`config.mk`:
```
export PLATFORM = sky130hd
export DESIGN_NAME = dns_answer_address_parser_flat
export DESIGN_NICKNAME = d
export VERILOG_FILES = /design/src/rtl/dap_pkg.sv /design/src/rtl/dap_if.sv /design/src/rtl/dns_answer_address_parser.sv /design/src/flat_wrapper.sv
export SDC_FILE = /design/constraint.sdc
export NUM_CORES = 1
export LEC_CHECK = 0
export ABC_AREA = 1
export BUFFER_PORTS_ARGS = -buffer_cell sky130_fd_sc_hd__clkbuf_2
export CAP_MARGIN = 10
export CORE_MARGIN = 10
export CORE_UTILIZATION = 55
export DETAILED_ROUTE_END_ITERATION = 6
export PLACE_DENSITY = 0.72
export SLEW_MARGIN = 40
export SYNTH_ARGS = -nofsm -noshare
export SYNTH_HDL_FRONTEND = slang
export SYNTH_SLANG_ARGS = --single-unit
```
`constraint.sdc`:
```
create_clock -name clk -period 5.8 [get_ports clk]
set_clock_uncertainty 0.2 [all_clocks]
set_input_delay 0.29 -clock clk [delete_from_list [all_inputs] [get_ports clk]]
set_output_delay 0.29 -clock clk [all_outputs]
set_load 0.01 [all_outputs]
```
`src/rtl/dap_pkg.sv`:
```
// ----------------------------------------------------------------------------
// DNS answer address parser package
// Types and constants shared by the parser, its channels and its checker.
// ----------------------------------------------------------------------------
package dap_pkg;

    typedef logic [7:0]  byte_t;
    typedef logic [1:0]  status_t;
    typedef logic [31:0] addr_t;
    typedef logic [15:0] word_t;
    typedef logic [5:0]  label_t;
    typedef logic [3:0]  field_t;

    typedef enum logic [3:0] {
        PH_HEADER = 4'd0,
        PH_QNAME  = 4'd1,
        PH_QPTR   = 4'd2,
        PH_QTAIL  = 4'd3,
        PH_ANAME  = 4'd4,
        PH_APTR   = 4'd5,
        PH_FIXED  = 4'd6,
        PH_ADDR   = 4'd7,
        PH_SKIP   = 4'd8,
        PH_DONE   = 4'd9
    } phase_t;

    typedef enum logic [1:0] {
        OUT_UNDECIDED = 2'd0,
        OUT_FOUND     = 2'd1,
        OUT_NONE      = 2'd2
    } outcome_t;

    localparam status_t STATUS_FOUND     = 2'd0;
    localparam status_t STATUS_NO_ANSWER = 2'd1;
    localparam status_t STATUS_SHORT     = 2'd2;

    localparam int HDR_ANCOUNT_HI = 6;
    localparam int HDR_ANCOUNT_LO = 7;
    localparam int HDR_LAST       = 11;

    localparam field_t QTAIL_LAST   = 4'd3;
    localparam field_t FIX_TYPE_HI  = 4'd0;
    localparam field_t FIX_TYPE_LO  = 4'd1;
    localparam field_t FIX_RDLEN_HI = 4'd8;
    localparam field_t FIX_RDLEN_LO = 4'd9;
    localparam field_t ADDR_LAST    = 4'd3;

    localparam word_t TYPE_A     = 16'd1;
    localparam word_t RDLEN_IPV4 = 16'd4;

endpackage

```
`src/rtl/dap_if.sv`:
```
// ----------------------------------------------------------------------------
// DNS answer address parser channels
// Valid/ready channels for message bytes in and parse results out.
// ----------------------------------------------------------------------------
interface dap_msg_if;
    logic            valid;
    logic            ready;
    dap_pkg::byte_t  resp_byte;
    logic            last_byte;

    modport source (output valid, output resp_byte, output last_byte, input ready);
    modport sink   (input valid, input resp_byte, input last_byte, output ready);
endinterface

interface dap_res_if;
    logic             valid;
    logic             ready;
    dap_pkg::status_t status;
    dap_pkg::addr_t   address;

    modport source (output valid, output status, output address, input ready);
    modport sink   (input valid, input status, input address, output ready);
endinterface

```
`src/rtl/dns_answer_address_parser.sv`:
```
// ----------------------------------------------------------------------------
// DNS answer address parser
// Walks a DNS response one byte per item and reports the first IPv4 address.
// ----------------------------------------------------------------------------
// The block takes one message byte per cycle while input is not held back
// and returns one result item per message from its result register.
// Each byte passes through an input register, a parse-state update and,
// for the final byte, a result register. Input is held back only while a
// result waits to be taken and the next final byte is already registered.
// Bytes beyond MAX_MSG_BYTES are not parsed, but the final byte still ends
// the message.
module dns_answer_address_parser
    import dap_pkg::*;
#(
    parameter int MAX_MSG_BYTES = 512
)
(
    input  logic      clk,
    input  logic      rst_n,
    dap_msg_if.sink   msg,
    dap_res_if.source res
);

    localparam int CNT_W = $clog2(MAX_MSG_BYTES + 1);
    localparam logic [CNT_W-1:0] CNT_MAX = CNT_W'(MAX_MSG_BYTES);

    logic             in_valid_reg;
    byte_t            in_byte_reg;
    logic             in_last_reg;

    phase_t           phase_reg, phase_next;
    logic [CNT_W-1:0] count_reg, count_next;
    word_t            answers_reg, answers_next;
    label_t           label_reg, label_next;
    field_t           field_reg, field_next;
    word_t            rtype_reg, rtype_next;
    word_t            rdata_reg, rdata_next;
    addr_t            accum_reg, accum_next;
    outcome_t         outcome_reg, outcome_next;

    logic             out_valid_reg, out_valid_next;
    status_t          status_reg, status_next;
    addr_t            address_reg, address_next;

    logic             stall;
    logic             consume;
    logic             name_end;
    logic             name_ptr;
    label_t           label_upd;
    word_t            rdata_full;
    word_t            answers_dec;

    assign stall   = in_valid_reg && in_last_reg && out_valid_reg && !res.ready;
    assign consume = in_valid_reg && !stall;
    assign msg.ready = !stall;

    assign res.valid   = out_valid_reg;
    assign res.status  = status_reg;
    assign res.address = address_reg;

    assign name_end    = (label_reg == '0) && (in_byte_reg == '0);
    assign name_ptr    = (label_reg == '0) && (in_byte_reg[7:6] != 2'b00);
    assign label_upd   = (label_reg != '0) ? label_t'(label_reg - 1'b1)
                       : ((in_byte_reg[7:6] != 2'b00) ? '0 : in_byte_reg[5:0]);
    assign rdata_full  = {rdata_reg[15:8], in_byte_reg};
    assign answers_dec = word_t'(answers_reg - 1'b1);

    always_comb
    begin
        phase_next     = phase_reg;
        count_next     = count_reg;
        answers_next   = answers_reg;
        label_next     = label_reg;
        field_next     = field_reg;
        rtype_next     = rtype_reg;
        rdata_next     = rdata_reg;
        accum_next     = accum_reg;
        outcome_next   = outcome_reg;
        out_valid_next = out_valid_reg && !res.ready;
        status_next    = status_reg;
        address_next   = address_reg;

        if (consume)
        begin
            if (count_reg < CNT_MAX)
            begin
                count_next = CNT_W'(count_reg + 1'b1);
                case (phase_reg)
                    PH_HEADER:
                    begin
                        if (count_reg == CNT_W'(HDR_ANCOUNT_HI))
                        begin
                            answers_next = {in_byte_reg, 8'h00};
                        end
                        else if (count_reg == CNT_W'(HDR_ANCOUNT_LO))
                        begin
                            answers_next = {answers_reg[15:8], in_byte_reg};
                        end
                        if (count_reg == CNT_W'(HDR_LAST))
                        begin
                            if (answers_reg == '0)
                            begin
                                outcome_next = OUT_NONE;
                                phase_next   = PH_DONE;
                            end
                            else
                            begin
                                label_next = '0;
                                phase_next = PH_QNAME;
                            end
                        end
                    end
                    PH_QNAME, PH_ANAME:
                    begin
                        label_next = label_upd;
                        if (name_end)
                        begin
                            field_next = '0;
                            phase_next = (phase_reg == PH_QNAME) ? PH_QTAIL : PH_FIXED;
                        end
                        else if (name_ptr)
                        begin
                            phase_next = (phase_reg == PH_QNAME) ? PH_QPTR : PH_APTR;
                        end
                    end
                    PH_QPTR:
                    begin
                        field_next = '0;
                        phase_next = PH_QTAIL;
                    end
                    PH_APTR:
                    begin
                        field_next = '0;
                        phase_next = PH_FIXED;
                    end
                    PH_QTAIL:
                    begin
                        if (field_reg >= QTAIL_LAST)
                        begin
                            label_next = '0;
                            phase_next = PH_ANAME;
                        end
                        else
                        begin
                            field_next = field_t'(field_reg + 1'b1);
                        end
                    end
                    PH_FIXED:
                    begin
                        if (field_reg == FIX_TYPE_HI)
                        begin
                            rtype_next = {in_byte_reg, 8'h00};
                        end
                        else if (field_reg == FIX_TYPE_LO)
                        begin
                            rtype_next = {rtype_reg[15:8], in_byte_reg};
                        end
                        else if (field_reg == FIX_RDLEN_HI)
                        begin
                            rdata_next = {in_byte_reg, 8'h00};
                        end
                        else if (field_reg == FIX_RDLEN_LO)
                        begin
                            rdata_next = rdata_full;
                        end
                        if (field_reg < FIX_RDLEN_LO)
                        begin
                            field_next = field_t'(field_reg + 1'b1);
                        end
                        else if (rtype_reg == TYPE_A && rdata_full == RDLEN_IPV4)
                        begin
                            field_next = '0;
                            accum_next = '0;
                            phase_next = PH_ADDR;
                        end
                        else
                        begin
                            answers_next = answers_dec;
                            if (answers_dec == '0)
                            begin
                                outcome_next = OUT_NONE;
                                phase_next   = PH_DONE;
                            end
                            else if (rdata_full == '0)
                            begin
                                label_next = '0;
                                phase_next = PH_ANAME;
                            end
                            else
                            begin
                                phase_next = PH_SKIP;
                            end
                        end
                    end
                    PH_ADDR:
                    begin
                        accum_next = {accum_reg[23:0], in_byte_reg};
                        if (field_reg >= ADDR_LAST)
                        begin
                            outcome_next = OUT_FOUND;
                            phase_next   = PH_DONE;
                        end
                        else
                        begin
                            field_next = field_t'(field_reg + 1'b1);
                        end
                    end
                    PH_SKIP:
                    begin
                        rdata_next = word_t'(rdata_reg - 1'b1);
                        if (rdata_reg == 16'd1)
                        begin
                            label_next = '0;
                            phase_next = PH_ANAME;
                        end
                    end
                    default:
                    begin
                        phase_next = phase_reg;
                    end
                endcase
            end

            if (in_last_reg)
            begin
                out_valid_next = 1'b1;
                case (outcome_next)
                    OUT_FOUND:
                    begin
                        status_next  = STATUS_FOUND;
                        address_next = accum_next;
                    end
                    OUT_NONE:
                    begin
                        status_next  = STATUS_NO_ANSWER;
                        address_next = '0;
                    end
                    default:
                    begin
                        status_next  = STATUS_SHORT;
                        address_next = '0;
                    end
                endcase
                phase_next   = PH_HEADER;
                count_next   = '0;
                answers_next = '0;
                label_next   = '0;
                field_next   = '0;
                rtype_next   = '0;
                rdata_next   = '0;
                accum_next   = '0;
                outcome_next = OUT_UNDECIDED;
            end
        end
    end

    always_ff @(posedge clk or negedge rst_n)
    begin
        if (!rst_n)
        begin
            in_valid_reg  <= 1'b0;
            out_valid_reg <= 1'b0;
            phase_reg     <= PH_HEADER;
            count_reg     <= '0;
            answers_reg   <= '0;
            label_reg     <= '0;
            field_reg     <= '0;
            rtype_reg     <= '0;
            rdata_reg     <= '0;
            accum_reg     <= '0;
            outcome_reg   <= OUT_UNDECIDED;
        end
        else
        begin
            if (!stall)
            begin
                in_valid_reg <= msg.valid;
            end
            out_valid_reg <= out_valid_next;
            phase_reg     <= phase_next;
            count_reg     <= count_next;
            answers_reg   <= answers_next;
            label_reg     <= label_next;
            field_reg     <= field_next;
            rtype_reg     <= rtype_next;
            rdata_reg     <= rdata_next;
            accum_reg     <= accum_next;
            outcome_reg   <= outcome_next;
        end
    end

    always_ff @(posedge clk)
    begin
        if (msg.valid && !stall)
        begin
            in_byte_reg <= msg.resp_byte;
            in_last_reg <= msg.last_byte;
        end
        status_reg  <= status_next;
        address_reg <= address_next;
    end

endmodule

```
`src/flat_wrapper.sv`:
```
// flat-port wrapper written by rule: the top's interface ports become plain ports
module dns_answer_address_parser_flat import dap_pkg::*;
#(
    parameter int MAX_MSG_BYTES = 512
)
  (clk, rst_n, msg_valid, msg_resp_byte, msg_last_byte, msg_ready, res_valid, res_status, res_address, res_ready);
  dap_msg_if msg_i ();
  dap_res_if res_i ();
  input  logic clk;
  input  logic rst_n;
  input wire logic [$bits(msg_i.valid)-1:0] msg_valid;
  input wire logic [$bits(msg_i.resp_byte)-1:0] msg_resp_byte;
  input wire logic [$bits(msg_i.last_byte)-1:0] msg_last_byte;
  output wire logic [$bits(msg_i.ready)-1:0] msg_ready;
  output wire logic [$bits(res_i.valid)-1:0] res_valid;
  output wire logic [$bits(res_i.status)-1:0] res_status;
  output wire logic [$bits(res_i.address)-1:0] res_address;
  input wire logic [$bits(res_i.ready)-1:0] res_ready;
  assign msg_i.valid = msg_valid;
  assign msg_i.resp_byte = msg_resp_byte;
  assign msg_i.last_byte = msg_last_byte;
  assign msg_ready = msg_i.ready;
  assign res_valid = res_i.valid;
  assign res_status = res_i.status;
  assign res_address = res_i.address;
  assign res_i.ready = res_ready;
  dns_answer_address_parser #(.MAX_MSG_BYTES(MAX_MSG_BYTES)) u_core (.clk(clk), .rst_n(rst_n), .msg(msg_i), .res(res_i));
endmodule
```
# After elaboration in Yosys (flattened, before gate mapping)

Index checks and enable logic that the tools add are counted.

Reductions and logical operators: 43
Muxes and demuxes: 75
Magnitude comparators: 3
Add/sub/neg operators: 5
Eq/ne operators: 38

Operators by type and width:

| operator                                                                | count |
|---|---|
| 16-bit two-way mux                                                      | 14 |
| 32-bit two-way mux                                                      | 4 |
| 4-bit two-way mux                                                       | 19 |
| 6-bit two-way mux                                                       | 12 |
| 16-bit one-hot mux with 2 select lines                                  | 2 |
| 32-bit one-hot mux with 2 select lines                                  | 1 |
| 16-bit logical NOT                                                      | 3 |
| 16-bit by 1-bit equality test with 1-bit output, second input constant  | 2 |
| 4-bit one-hot mux with 8 select lines                                   | 1 |
| 16-bit by 1-bit subtractor with 16-bit output, second input constant    | 2 |
| 6-bit one-hot mux with 5 select lines                                   | 1 |
| 6-bit AND reduction                                                     | 5 |
| 8-bit two-way mux                                                       | 3 |
| 3-bit by 1-bit inequality test with 1-bit output, second input constant | 8 |
| 3-bit by 2-bit inequality test with 1-bit output, second input constant | 7 |
| 10-bit by 3-bit equality test with 1-bit output, second input constant  | 2 |
| 10-bit two-way mux                                                      | 2 |
| 2-bit two-way mux                                                       | 9 |
| 16-bit by 3-bit equality test with 1-bit output, second input constant  | 1 |
| 4-bit by 3-bit equality test with 1-bit output, second input constant   | 4 |
| 4-bit by 1-bit inequality test with 1-bit output, second input constant | 4 |
| 4-bit one-hot mux with 4 select lines                                   | 1 |
| 4-bit equality test, second input constant                              | 3 |
| 6-bit nonzero test                                                      | 2 |
| 29 further kinds                                                        | 52 |

Output and inout port bits: 36
Bits of input ports: 13
Word-level logic and storage cells: 182
Register bits: 151

# Longest topological paths before layout

Gate-level depths: netlist of the first run.

Depth in word-level cells: 10
Depth in mapped cells: 19
Depth with buffers taken out: 18

# Least setup slack after synthesis of the first run

Ideal clock, no wire load.

Kind: flip-flop to flip-flop
From: reg u_core.in_last_reg
To: reg u_core.address_reg[0], in the netlist u_core.res.address[0] (enable)
Required time: 5.166 ns
Slack: 2.694 ns
Library setup time: 0.434 ns
Cell stages (with the launch flop): 6
Clock period less this slack: 3.106 ns
Path buffers: 0
Arrival time: 2.472 ns
Cell sequence: edfxtp_1 nand2_1 nor2_1 nor2_2 inv_2 nor2_1

Longest elaborated chain between the ends: 6

RTL lines:

| what                                     | line                             | text |
|---|---|---|
| start: declaration                       | dns_answer_address_parser.sv:29  | `logic in_last_reg;` |
| start signal: assignment                 | dns_answer_address_parser.sv:297 | `in_last_reg <= msg.last_byte;` |
| 1-bit logical AND (3 in series)          | dns_answer_address_parser.sv:53  | `assign stall = in_valid_reg && in_last_reg && out_valid_reg && !res.ready;` |
| 1-bit logical NOT                        | dns_answer_address_parser.sv:54  | `assign consume = in_valid_reg && !stall;` |
| 1-bit logical AND                        | dns_answer_address_parser.sv:54  |  |
| 2-bit AND reduction (no source line) (*) | --                               |  |
| end signal: assignment                   | dns_answer_address_parser.sv:300 | `address_reg <= address_next;` |
| end: declaration                         | dns_answer_address_parser.sv:43  | `addr_t address_reg, address_next;` |

Every way passes the cells marked *; elsewhere a longest branch is shown, timed or not.
A chain may end at the register's enable or synchronous reset.

# Worst setup path after layout of the first run

From: reg u_core.answers_reg[0]
To: reg u_core.address_reg[28], in the netlist u_core.res.address[28] (data pin)

Longest elaborated chain between the ends: 9
Elaborated cells between the ends (all ways): 12
Those cells by class: add/sub: 1; eq/ne: 1; mux: 8; reduce/logical: 2

RTL lines:

| what                                               | line                             | text |
|---|---|---|
| start: declaration                                 | dns_answer_address_parser.sv:33  | `word_t answers_reg, answers_next;` |
| start signal: assignment                           | dns_answer_address_parser.sv:282 | `answers_reg <= answers_next;` |
| 16-bit by 1-bit subtractor with 16-bit output      | dns_answer_address_parser.sv:66  | `assign answers_dec = word_t'(answers_reg - 1'b1);` |
| 16-bit logical NOT                                 | dns_answer_address_parser.sv:179 | `if (answers_dec == '0)` |
| 2-bit two-way mux                                  | dns_answer_address_parser.sv:179 |  |
| 2-bit two-way mux                                  | dns_answer_address_parser.sv:170 | `else if (rtype_reg == TYPE_A && rdata_full == RDLEN_IPV4)` |
| 2-bit two-way mux                                  | dns_answer_address_parser.sv:166 | `if (field_reg < FIX_RDLEN_LO)` |
| 2-bit one-hot mux with 3 select lines (*)          | dns_answer_address_parser.sv:88  | `case (phase_reg)` |
| 2-bit two-way mux (*)                              | dns_answer_address_parser.sv:85  | `if (count_reg < CNT_MAX)` |
| 2-bit two-way mux (*)                              | dns_answer_address_parser.sv:83  | `if (consume)` |
| 2-bit by 1-bit equality test with 1-bit output (*) | dns_answer_address_parser.sv:227 | `case (outcome_next)` |

Every way passes the cells marked *; elsewhere a longest branch is shown, timed or not. The select of a mux whose other input is x is not followed.

==> results.md, run 1 <==
- Drt pass-1 iters: 6
- Initial Util: 0.558
- Worst slew pin tran: 0.848 ns
- Layout Nets: 1126
- GR Overflow Total: 0
- Worst EP required: 5.74 ns
- Outcome: complete, no violations
- Routability cong.: about 0.97
- # resized after CTS: 0
- Layout cells sized above 1: 0.123
- Final worst slack: ~2.4 ns
- Synth area leader: dfrtp_1
- DRC: 0
- Sequential area share after synthesis: 0.472
- Chip height: ~140 um
- Worst reg2reg endpoint: u_core.res.address[28]$_SDFFCE_PP0P_
- Slew headroom: 0.431
- CTS Buf Count: 17
- First-pass GRT wire length: ~37 mm
- 1st-iter DRT viols: 697
- Synthesized net count: 1067
- Postcts setup bufs: 0
- Yosys Warn Count: 0
- Async S/R FF share, synth: 0.715
- Htree depth: 4
- CTS root buf: clkbuf_16
- Worst-path cell chain: inv_1 > ha_1 > nand2_1 > nor2_2 > nand2_1 > nand2_1 > nand2_1 > nor2_1 > nand3_1 > nor2_1 > nand3_1 > nand2_1 > nand2_1 > nand2_1 > inv_1 > ha_1 > inv_2 > a21oi_1
- Reg2Reg Depth: 18
- Rows: 45
- Number of I/O port buffers: 48
- Ant. Diodes: 0
- Final Hold Viols: 0
- Drt via density: 5.73
- Stages on the worst setup path: 18
- Hold slack: 0.219 ns
- Dpl hpwl: 15.7 mm
- RSZ-0062 raised after global routing: false
- Max cap viols: 0
- Place WS: 2.45 ns
- Setup_tns: 0 ns
- Crit. End Element: flop
- Leak: 4.54 nW
- CORE AREA: 0.0151 mm^2
- Via Count: 7442
- Area growth from synthesis to layout: 13.6%
- FF-to-FF Start: u_core.answers_reg[0]$_DFFE_PN0P_
- Largest net degree at the start of global routing: 63
- Synth Register Bits: about 150
- CP bufs+invs: 3
- CP top delay family: simple AND/OR/NAND/NOR gates
- Hold Buf Count CTS: 12
- Antenna violations before repair: 0
- Final slew viol count: 0
- WL final: between 20 and 25 mm
- Latest clock arrival within the worst-skew pair: 0.43 ns
- Clock sinks: 151
- Fin crit period: 3.40 ns
- Final Cycle Share: 0.587
- Total GRT Usage: 0.224
- Die area: 0.0207 mm^2
- Post-synthesis instance area: about 0.0085 mm^2
- Avg WL per Cell: 17.4 um
- Synth area leaders: dfrtp_1 (32%), edfxtp_1 (15%), nand2_1 (11%)
- Worst Setup EP: u_core.res.address[28]$_SDFFCE_PP0P_
- Critical path's slowest cell: inv_2
- Post-route cell area: 0.00960 mm^2
- Syn avg cell area: about 8.1 um^2
- Die Wd: 144 um
- Clock transition at the registers of the reported paths: 0.06 ns
- Post-synth EDFFs: 43
- Yosys top cell area share: 0.320
- R2r setup slk: 2.40 ns
- Maximum buffer depth of the clock tree: 2
- Final setup violation count: 0
- Hold WC Path Type: input port to async pin
- Crit path kind: flop to flop
- Cell area power density: 396 mW/mm^2
- Cell Area, Placed: 0.00887 mm^2
- Setup crit start kind: flop
- CP max FO: 32
- # IOs: between 40 and 50
- Top cell by count, worst path: nand2_1
- Power Total: 0.00381 W
- Vias in the first global route: 7141
- Top achievable clock speed: 294 MHz
- Crit path from: u_core.answers_reg[0]$_DFFE_PN0P_
- Worst path max stage delay: 0.48 ns
- Post-synth cell types: 54
- Top_reg_cell synth: dfrtp_1
- CTS tree: yes
- Worst vdd ir: 0.000258 V
- Mapped Cells: 1039
- Antenna-violating nets left: 0
- Arr. time, crit path: ~3.3 ns
[metal layers]
metal	global-route usage	wire length, um
met3	0.0380	1380
met2	0.365	10700
met4	0.0478	386
met5	0	0
met1	0.305	10100
[worst min path at each step]
stage	to	slack (ns)	cells past startpoint
floorplan	u_core.accum_reg[0]$_DFFE_PN0P_	-0.21	0
global placement	u_core.answers_reg[9]$_DFFE_PN0P_	0.15	1
detailed placement	u_core.answers_reg[9]$_DFFE_PN0P_	0.15	1
CTS	u_core.answers_reg[9]$_DFFE_PN0P_	0.24	2
global route	u_core.accum_reg[30]$_DFFE_PN0P_	0.29	1
finish	u_core.answers_reg[9]$_DFFE_PN0P_	0.22	2
[through the flow]
| stage | utilization | std cells |
|---|---|---|
| floorplan | - | 1039 |
| global placement | 0.583 | 1253 |
| detailed placement | 0.586 | 1255 |
| CTS | 0.634 | 1299 |
| global route | 0.634 | 1299 |
| finish | 0.634 | 1299 |
[area by class of cell]
class                      instances  area [um^2]
fill                            1276         5540
sequential                       151         3990
multi-input combinational        737         3870
inverter                         125          470
clock buffer                      22          464
timing repair buffer              66          427
tap                              188          235
clock inverter                    10          144
[cell usage in the layout, fill, tap and decap left out, types with 8 or more instances in the layout]
master         Yosys  layout
nand2_1          238     238
inv_1            113     112
dfrtp_1          108     108
a21oi_1           92      92
nor2_1            89      87
o21ai_0           65      65
nand3_1           56      56
clkbuf_2           0      47
edfxtp_1          43      43
a21o_1            32      32
nor3_1            19      19
o21ai_1           18      18
clkbuf_16          0      17
ha_1              15      15
o22ai_1           13      13
nand4_1           12      12
dlygate4sd3_1      0      12
nor2_2             9      10
inv_2              9      10
xor2_1             8       8
[report_power, final]
| part | total (W) | leakage, nW | internal, W | switching, W |
|---|---|---|---|---|
| sequential | 0.00133 | 1.91 | 0.00122 | 0.000111 |
| clock | 0.00115 | 0.296 | 0.000704 | 0.000447 |
| combinational | 0.00133 | 2.34 | 0.000415 | 0.000914 |
[kinds of logic (layout without fill, tap and decap cells)]
| family | count (synthesis) | after routing | synth area share |
|---|---|---|---|
| flops | 151 | 151 | 0.472 |
| buf+inv | 151 | 223 | 0.0715 |
| simple gates | 456 | 456 | 0.245 |
| fa+ha+maj | 15 | 15 | 0.0222 |
| xor+xnor | 9 | 9 | 0.00932 |
| compound gates | 257 | 257 | 0.180 |
[synthesized netlist by cell type (5+ instances only)]
master / instances
a211oi_1: 5
a21o_1: 32
a21oi_1: 92
a31oi_1: 5
buf_2: 6
clkbuf_1: 13
dfrtp_1: 108
edfxtp_1: 43
ha_1: 15
inv_1: 113
inv_2: 9
nand2_1: 238
nand2_2: 7
nand3_1: 56
nand4_1: 12
nor2_1: 89
nor2_2: 9
nor2_4: 6
nor3_1: 19
o21ai_0: 65
o21ai_1: 18
o22ai_1: 13
xor2_1: 8
Power figures use the tool's default switching activity.
==> inputs of run 2 (changes only) <==
ABC_AREA = 0   (was 1)
clock period = 3.5 ns   (was 5.8 ns; I/O delays follow)
==> run 2 against run 1 <==
Net effect:
- global-route usage fell by 0.099 points
- die area rose by 1.3%
- final cell count fell by 6.7%
- sequential share of layout area fell by 1.1 points
- largest power group is now combinational logic
==> results.md, run 2 <==
- CORE AREA: 0.0153 mm^2
- Leak: 3.91 nW
- Synth Area in Adders: 0.0219
- Total GRT Usage: 0.223
- Compound-Gate Fraction of Synth Area: 0.230
- Top achievable clock speed: 304 MHz
- Largest net degree at the start of global routing: 56
- Ant. Diodes: 0
- Layout cells sized above 1: 0.148
- Final setup violation count: 0
- RSZ-0062 raised after global routing: false
- Postcts setup bufs: 0
- CP max FO: 18
- Via Count: 7581
- Setup crit start kind: flop
- Die Wd: 145 um
- Crit path kind: flop to flop
- Hold WC Path Type: input port to async pin
- CTS root buf: clkbuf_16
- Async S/R FF share, synth: 0.715
- Sequential area share after synthesis: 0.465
- Yosys Warn Count: 0
- Clock sinks: 151
- Slew headroom: 0.495
- Stages on the worst setup path: 11
- Layout Nets: roughly 1.0k
- GR Overflow Total: 0
- Commonest cells post-synth: dfrtp_1 (108), nand2_1 (103), o21ai_0 (83)
- Critical path's slowest cell: or4_1
- Mux contribution to synthesized area: 0.00379
- Drt via density: 6.25
- Synth Area in XOR/XNOR: 0.0184
- Final core utilization: 0.646
- Post-synth EDFFs: 43
- Area growth from synthesis to layout: 14.8%
- Syn avg cell area: between 9 and 10 um^2
- Vias in the first global route: 7206
- Worst vdd ir: 0.000486 V
- Maximum buffer depth of the clock tree: 2
- CP bufs+invs: 2
- CP top delay family: simple AND/OR/NAND/NOR gates
- Post-synthesis instance area: roughly 0.0086 mm^2
- Cell area power density: 651 mW/mm^2
- Most frequent cells in the layout: dfrtp_1 (108), nand2_1 (103), o21ai_0 (81)
- Outcome: complete, no violations
- Worst slew pin tran: 0.757 ns
- Synth Register Bits: around 150
- Htree depth: 4
- Chip height: 145 um
- Yosys top cell area share: 0.315
- Dominant cell by count in the synthesized netlist: dfrtp_1
- Initial Util: 0.563
- Crit. End Element: flop
- Max cap viols: 0
- Finished Layout Cells: 1212
- DP Cell Count: 1168
- WL final: between 20 and 25 mm
- Synth area leaders: dfrtp_1 (31%), edfxtp_1 (15%), a22oi_1 (6.6%)
- Synthesized net count: 960
- Antenna-violating nets left: 0
- Final Hold Viols: 0
- Fin crit period: 3.29 ns
- # IOs: 49
- Setup_tns: 0 ns
- DRC: 0
- Reg2Reg Depth: 11
- Worst path max stage delay: 0.62 ns
- Worst-path cell chain: buf_4 > or4_1 > nor4_1 > o211ai_1 > a21oi_1 > nand4b_1 > a21oi_2 > o22ai_1 > ha_1 > buf_4 > nor2b_1
- Avg WL per Cell: 19.6 um
- Clock transition at the registers of the reported paths: 0.06 ns
- Dpl hpwl: 15.6 mm
- Largest family of logic cells by synthesized area: compound AO/OA/AOI/OAI gates
- CTS Buf Count: 17
- Top_reg_cell synth: dfrtp_1
- CTS tree: yes
- Die area: 0.0210 mm^2
- Antenna violations before repair: 0
- Arr. time, crit path: 3.27 ns
- Final slew viol count: 0
- Post-synthesis simple-gate area fraction: 0.212
- Routability cong.: slightly above 0.9
- Synth area leader: dfrtp_1
- Mapped Cells: 932
- 1st-iter DRT viols: 758
- Number of I/O port buffers: 48
- Latest clock arrival within the worst-skew pair: 0.43 ns
- Post-synth cell types: around 70
- Top cell by count, worst path: buf_4
- Most common cell after layout, fill and taps aside: dfrtp_1
- Hold slack: 0.167 ns
- Worst EP required: 3.48 ns
- Final Cycle Share: 0.940
- First-pass GRT wire length: 38.7 mm
- Rows: 45
- Drt pass-1 iters: 5
-- run 2: changes by cell type after synthesis, moves of 12 or more --
cell	change
inv_1	-96
nor4_1	+15
a22oi_1	+75
clkbuf_1	+36
nand2_1	-135
o21ai_1	-13
o21ai_0	+18
a21o_1	-30
a21oi_1	-51
nor2b_1	+35
nand3_1	-36
or3_1	+12
o31ai_1	+17
-- run 2: power by group --
part	total [W]	switching, W	internal [W]	leakage, nW
clock network	0.00189	0.000759	0.00113	0.295
logic	0.00229	0.00142	0.000865	1.72
registers	0.00224	0.000229	0.00201	1.89
total	0.00642	0.00241	0.00401	3.91
-- run 2: area by class of cell --
cell class	instances	area (um^2)
fill	1226	5400
multi-input combinational	695	4210
sequential	151	3990
timing repair buffer	105	726
clock buffer	19	433
tap	211	264
clock inverter	13	165
inverter	18	67.6
-- run 2: stage by stage --
step           instance area (um^2)  total power (W)  setup WS (ns)
2_1_floorplan                  8590          0.00394         0.0116
3_5_place_dp                   9130          0.00448         0.0643
5_1_grt                        9860          0.00679         0.0403
6_report                       9860          0.00642          0.209
4_1_cts                        9850          0.00637         0.0583
3_3_place_gp                   9130          0.00446          0.183
-- run 2: metal layers --
layer	up-vias	GRT usage	part of all wire
li1	3566	-	-
met1	3681	0.290	0.44
met2	298	0.362	0.47
met3	36	0.0475	0.071
met4	0	0.0689	0.019
met5	-	0	0
-- run 2: worst paths after layout --
check	start	to	slack (ns)
max in group asynchronous	rst_n	u_core.accum_reg[17]$_DFFE_PN0P_	2.16
min in group clk	msg_resp_byte[2]	u_core.in_byte_reg[2]$_DFFE_PP_	0.26
max reg2reg	u_core.answers_reg[0]$_DFFE_PN0P_	u_core.res.address[15]$_SDFFCE_PP0P_	0.21
min	rst_n	u_core.rtype_reg[6]$_DFFE_PN0P_	0.17
min reg2reg	u_core.rtype_reg[3]$_DFFE_PN0P_	u_core.rtype_reg[3]$_DFFE_PN0P_	0.29
max	u_core.answers_reg[0]$_DFFE_PN0P_	u_core.res.address[15]$_SDFFCE_PP0P_	0.21
-- run 2: repair_timing --
action,4_1_cts,5_1_grt
hold buffers,12,0
endpoints found under the setup margin,0,32
endpoints found under the hold margin,65,0
gates resized for setup,0,3
-- run 2: kinds of logic (layout without fill, tap and decap cells) --
| family | Yosys count | in the layout |
|---|---|---|
| buffers and inverters | 86 | 155 |
| xor gates and xnor gates | 18 | 18 |
| and+or+nand+nor | 359 | 359 |
| muxes | 3 | 3 |
| DFF | 151 | 151 |
| AOI/OAI and AO/OA | 300 | 300 |
| adders and majority gates | 15 | 15 |
-- run 2: worst register-to-register path, stage by stage (launching register included) --
cell and delay, ns:
dfrtp_1 0.38, buf_4 0.16, or4_1 0.62, nor4_1 0.30
o211ai_1 0.16, a21oi_1 0.19, nand4b_1 0.17, a21oi_2 0.22
o22ai_1 0.11, ha_1 0.20, buf_4 0.18, nor2b_1 0.16
==> inputs of run 3 (changes only) <==
==> constraint.sdc (replaced) <==
create_clock -name clk -period 3.5 [get_ports clk]
set_clock_uncertainty 0.2 [all_clocks]
set_input_delay 0.525 -clock clk [delete_from_list [all_inputs] [get_ports clk]]
set_output_delay 0.525 -clock clk [all_outputs]
set_load 0.01 [all_outputs]
==> run 3 against run 2 <==
Net effect:
- global-route usage fell by 0.40 points
- fmax rose by 0.70%
- routed wire length fell by 2.7%
- register-to-register slack improved by 0.02 ns
- critical path type unchanged
- critical endpoint is now u_core.res.address[5]$_SDFFCE_PP0P_
- largest cell class unchanged
==> results.md, run 3 (synthesis gave the netlist of run 2 again) <==
- Outcome: complete, no violations
- Initial Util: 0.563
- Gr busiest metal: met2
- WL final: 23.2 mm
- Layout cells sized above 1: 0.158
- Htree depth: 4
- Clock transition at the registers of the reported paths: 0.06 ns
- Most common cell after layout, fill and taps aside: dfrtp_1
- Arr. time, crit path: 3.24 ns
- Latest clock arrival within the worst-skew pair: ~0.43 ns
- Vias in the first global route: 7258
- Die area: 0.0210 mm^2
- CTS Buf Count: 17
- CORE AREA: 0.0153 mm^2
- Chip height: 145 um
- CTS tree: yes
- Hold WC Path Type: input port to flop
- Ant. Diodes: 0
- P_sw: 0.00240 W
- Routability cong.: 0.946
- Worst EP required: roughly 3.5 ns
- Clock share of power: 0.299
- Final Hold Viols: 0
- Final worst slack: 0.232 ns
- Sequential share of power: 0.347
- Clock sinks: about 150
- RSZ-0062 raised after global routing: false
- Die Wd: 145 um
- First-pass GRT wire length: ~38 mm
- Place WS: 0.00348 ns
- Rows: 45
- Post-route cell area: about 0.0098 mm^2
- Cell area power density: 660 mW/mm^2
- Drt via density: 6.31
- Crit. End Element: flop
- Final slew viol count: 0
- Worst vdd ir: 0.000455 V
- DRC: 0
- Area growth from synthesis to layout: 13.9%
- Leak: 3.86 nW
- Drt pass-1 iters: 5
- # IOs: 49
- Final Cycle Share: 0.934
- Most frequent cells in the layout: dfrtp_1 (108), nand2_1 (103), o21ai_0 (80)
- M2 GR Usage: 0.333
- Combinational Power Share: 0.354
- Cell Area, Placed: 0.00911 mm^2
- Number of I/O port buffers: 48
- Top achievable clock speed: 306 MHz
- Max cap viols: 0
- CTS root buf: clkbuf_16
- Dpl hpwl: 15.4 mm
- Met1 usage: 0.300
- Fin crit period: between 3 and 4 ns
- Antenna-violating nets left: 0
- Largest net degree at the start of global routing: 65
- Slew headroom: 0.505
- Met3 Usage GRT: 0.0475
- Maximum buffer depth of the clock tree: 2
- Via Count: approximately 7.6k
- Layout Nets: 1004
- Power Internal: around 0.0041 W
- Final setup violation count: 0
- Worst slew pin tran: 0.742 ns
- Antenna violations before repair: 0
- GR Overflow Total: 0
- Setup crit start kind: flop
- Avg WL per Cell: 19.3 um
- Crit path kind: flop to flop
- 1st-iter DRT viols: 782
- Setup_tns: 0 ns
- CP max FO: 18
- Net Sw Frac: 0.371
- Total GRT Usage: 0.219
run 3: cell types whose count changed in the layout (fill, tap and decap cells not counted), sizes merged:
cell / before / now
clkinv: 4 / 6
dlygate4sd3: 12 / 1
inv: 24 / 21
clkinvlp: 0 / 1
buf: 46 / 45
run 3: per-layer routing:
metal / up-vias / wire length [um]
met3: 46 / 1770
met2: 326 / 10500
met1: 3653 / 10300
met5: - / 0
li1: 3546 / -
met4: 0 / 563
run 3: worst paths after layout:
path,startpoint,to,slack [ns],cells past startpoint
max in group asynchronous,rst_n,u_core.accum_reg[13]$_DFFE_PN0P_,1.87,3
setup reg to reg,u_core.answers_reg[1]$_DFFE_PN0P_,u_core.res.address[5]$_SDFFCE_PP0P_,0.23,12
min in group asynchronous,rst_n,u_core.rtype_reg[6]$_DFFE_PN0P_,0.45,2
hold / removal,msg_resp_byte[4],u_core.in_byte_reg[4]$_DFFE_PP_,0.07,1
hold reg to reg,u_core.rtype_reg[1]$_DFFE_PN0P_,u_core.rtype_reg[1]$_DFFE_PN0P_,0.28,2
setup / recovery,u_core.answers_reg[1]$_DFFE_PN0P_,u_core.res.address[5]$_SDFFCE_PP0P_,0.23,12
run 3: power by group through the flow:
stage	Clock (W)	Sequential, W	Combinational [W]
2_1_floorplan	0	0.00221	0.00173
3_3_place_gp	0	0.00225	0.00219
3_5_place_dp	0	0.00226	0.00221
4_1_cts	0.00195	0.00223	0.00223
5_1_grt	0.00200	0.00227	0.00258
6_report	0.00193	0.00224	0.00228
run 3: what timing repair did:
action,CTS,global route
hold buffers,1,0
endpoints found under the hold margin,44,0
endpoints found under the setup margin,5,32
buffers inserted,0,1
pin swaps,0,1
gates resized for setup,1,7
run 3: area by class of cell:
type | count | area [um^2]
timing repair buffer | 93 | 596
sequential | 151 | 3990
tap | 211 | 264
clock inverter | 13 | 169
fill | 1283 | 5480
inverter | 18 | 67.6
multi-input combinational | 695 | 4240
clock buffer | 19 | 453
run 3: critical path, cell delays in order, from the launching register on:
cell and delay (ns):
dfrtp_1 0.37, inv_1 0.10, ha_1 0.18, or4b_4 0.54, xnor2_1 0.15, o2bb2a_1 0.32
nor2_1 0.12, nand4b_1 0.17, a21oi_2 0.21, o22ai_1 0.11, ha_2 0.21, buf_4 0.18
nor2b_1 0.14
run 3: metrics by stage:
step | hold WS, ns | std cells | power, W | util
after floorplan | 0.0294 | 932 | 0.00394 | -
after global placement | 0.267 | 1166 | 0.00444 | 0.597
after detailed placement | 0.274 | 1166 | 0.00446 | 0.597
after CTS | 0.0585 | 1199 | 0.00640 | 0.638
after global routing | 0.0609 | 1200 | 0.00686 | 0.641
final | 0.0671 | 1200 | 0.00645 | 0.641
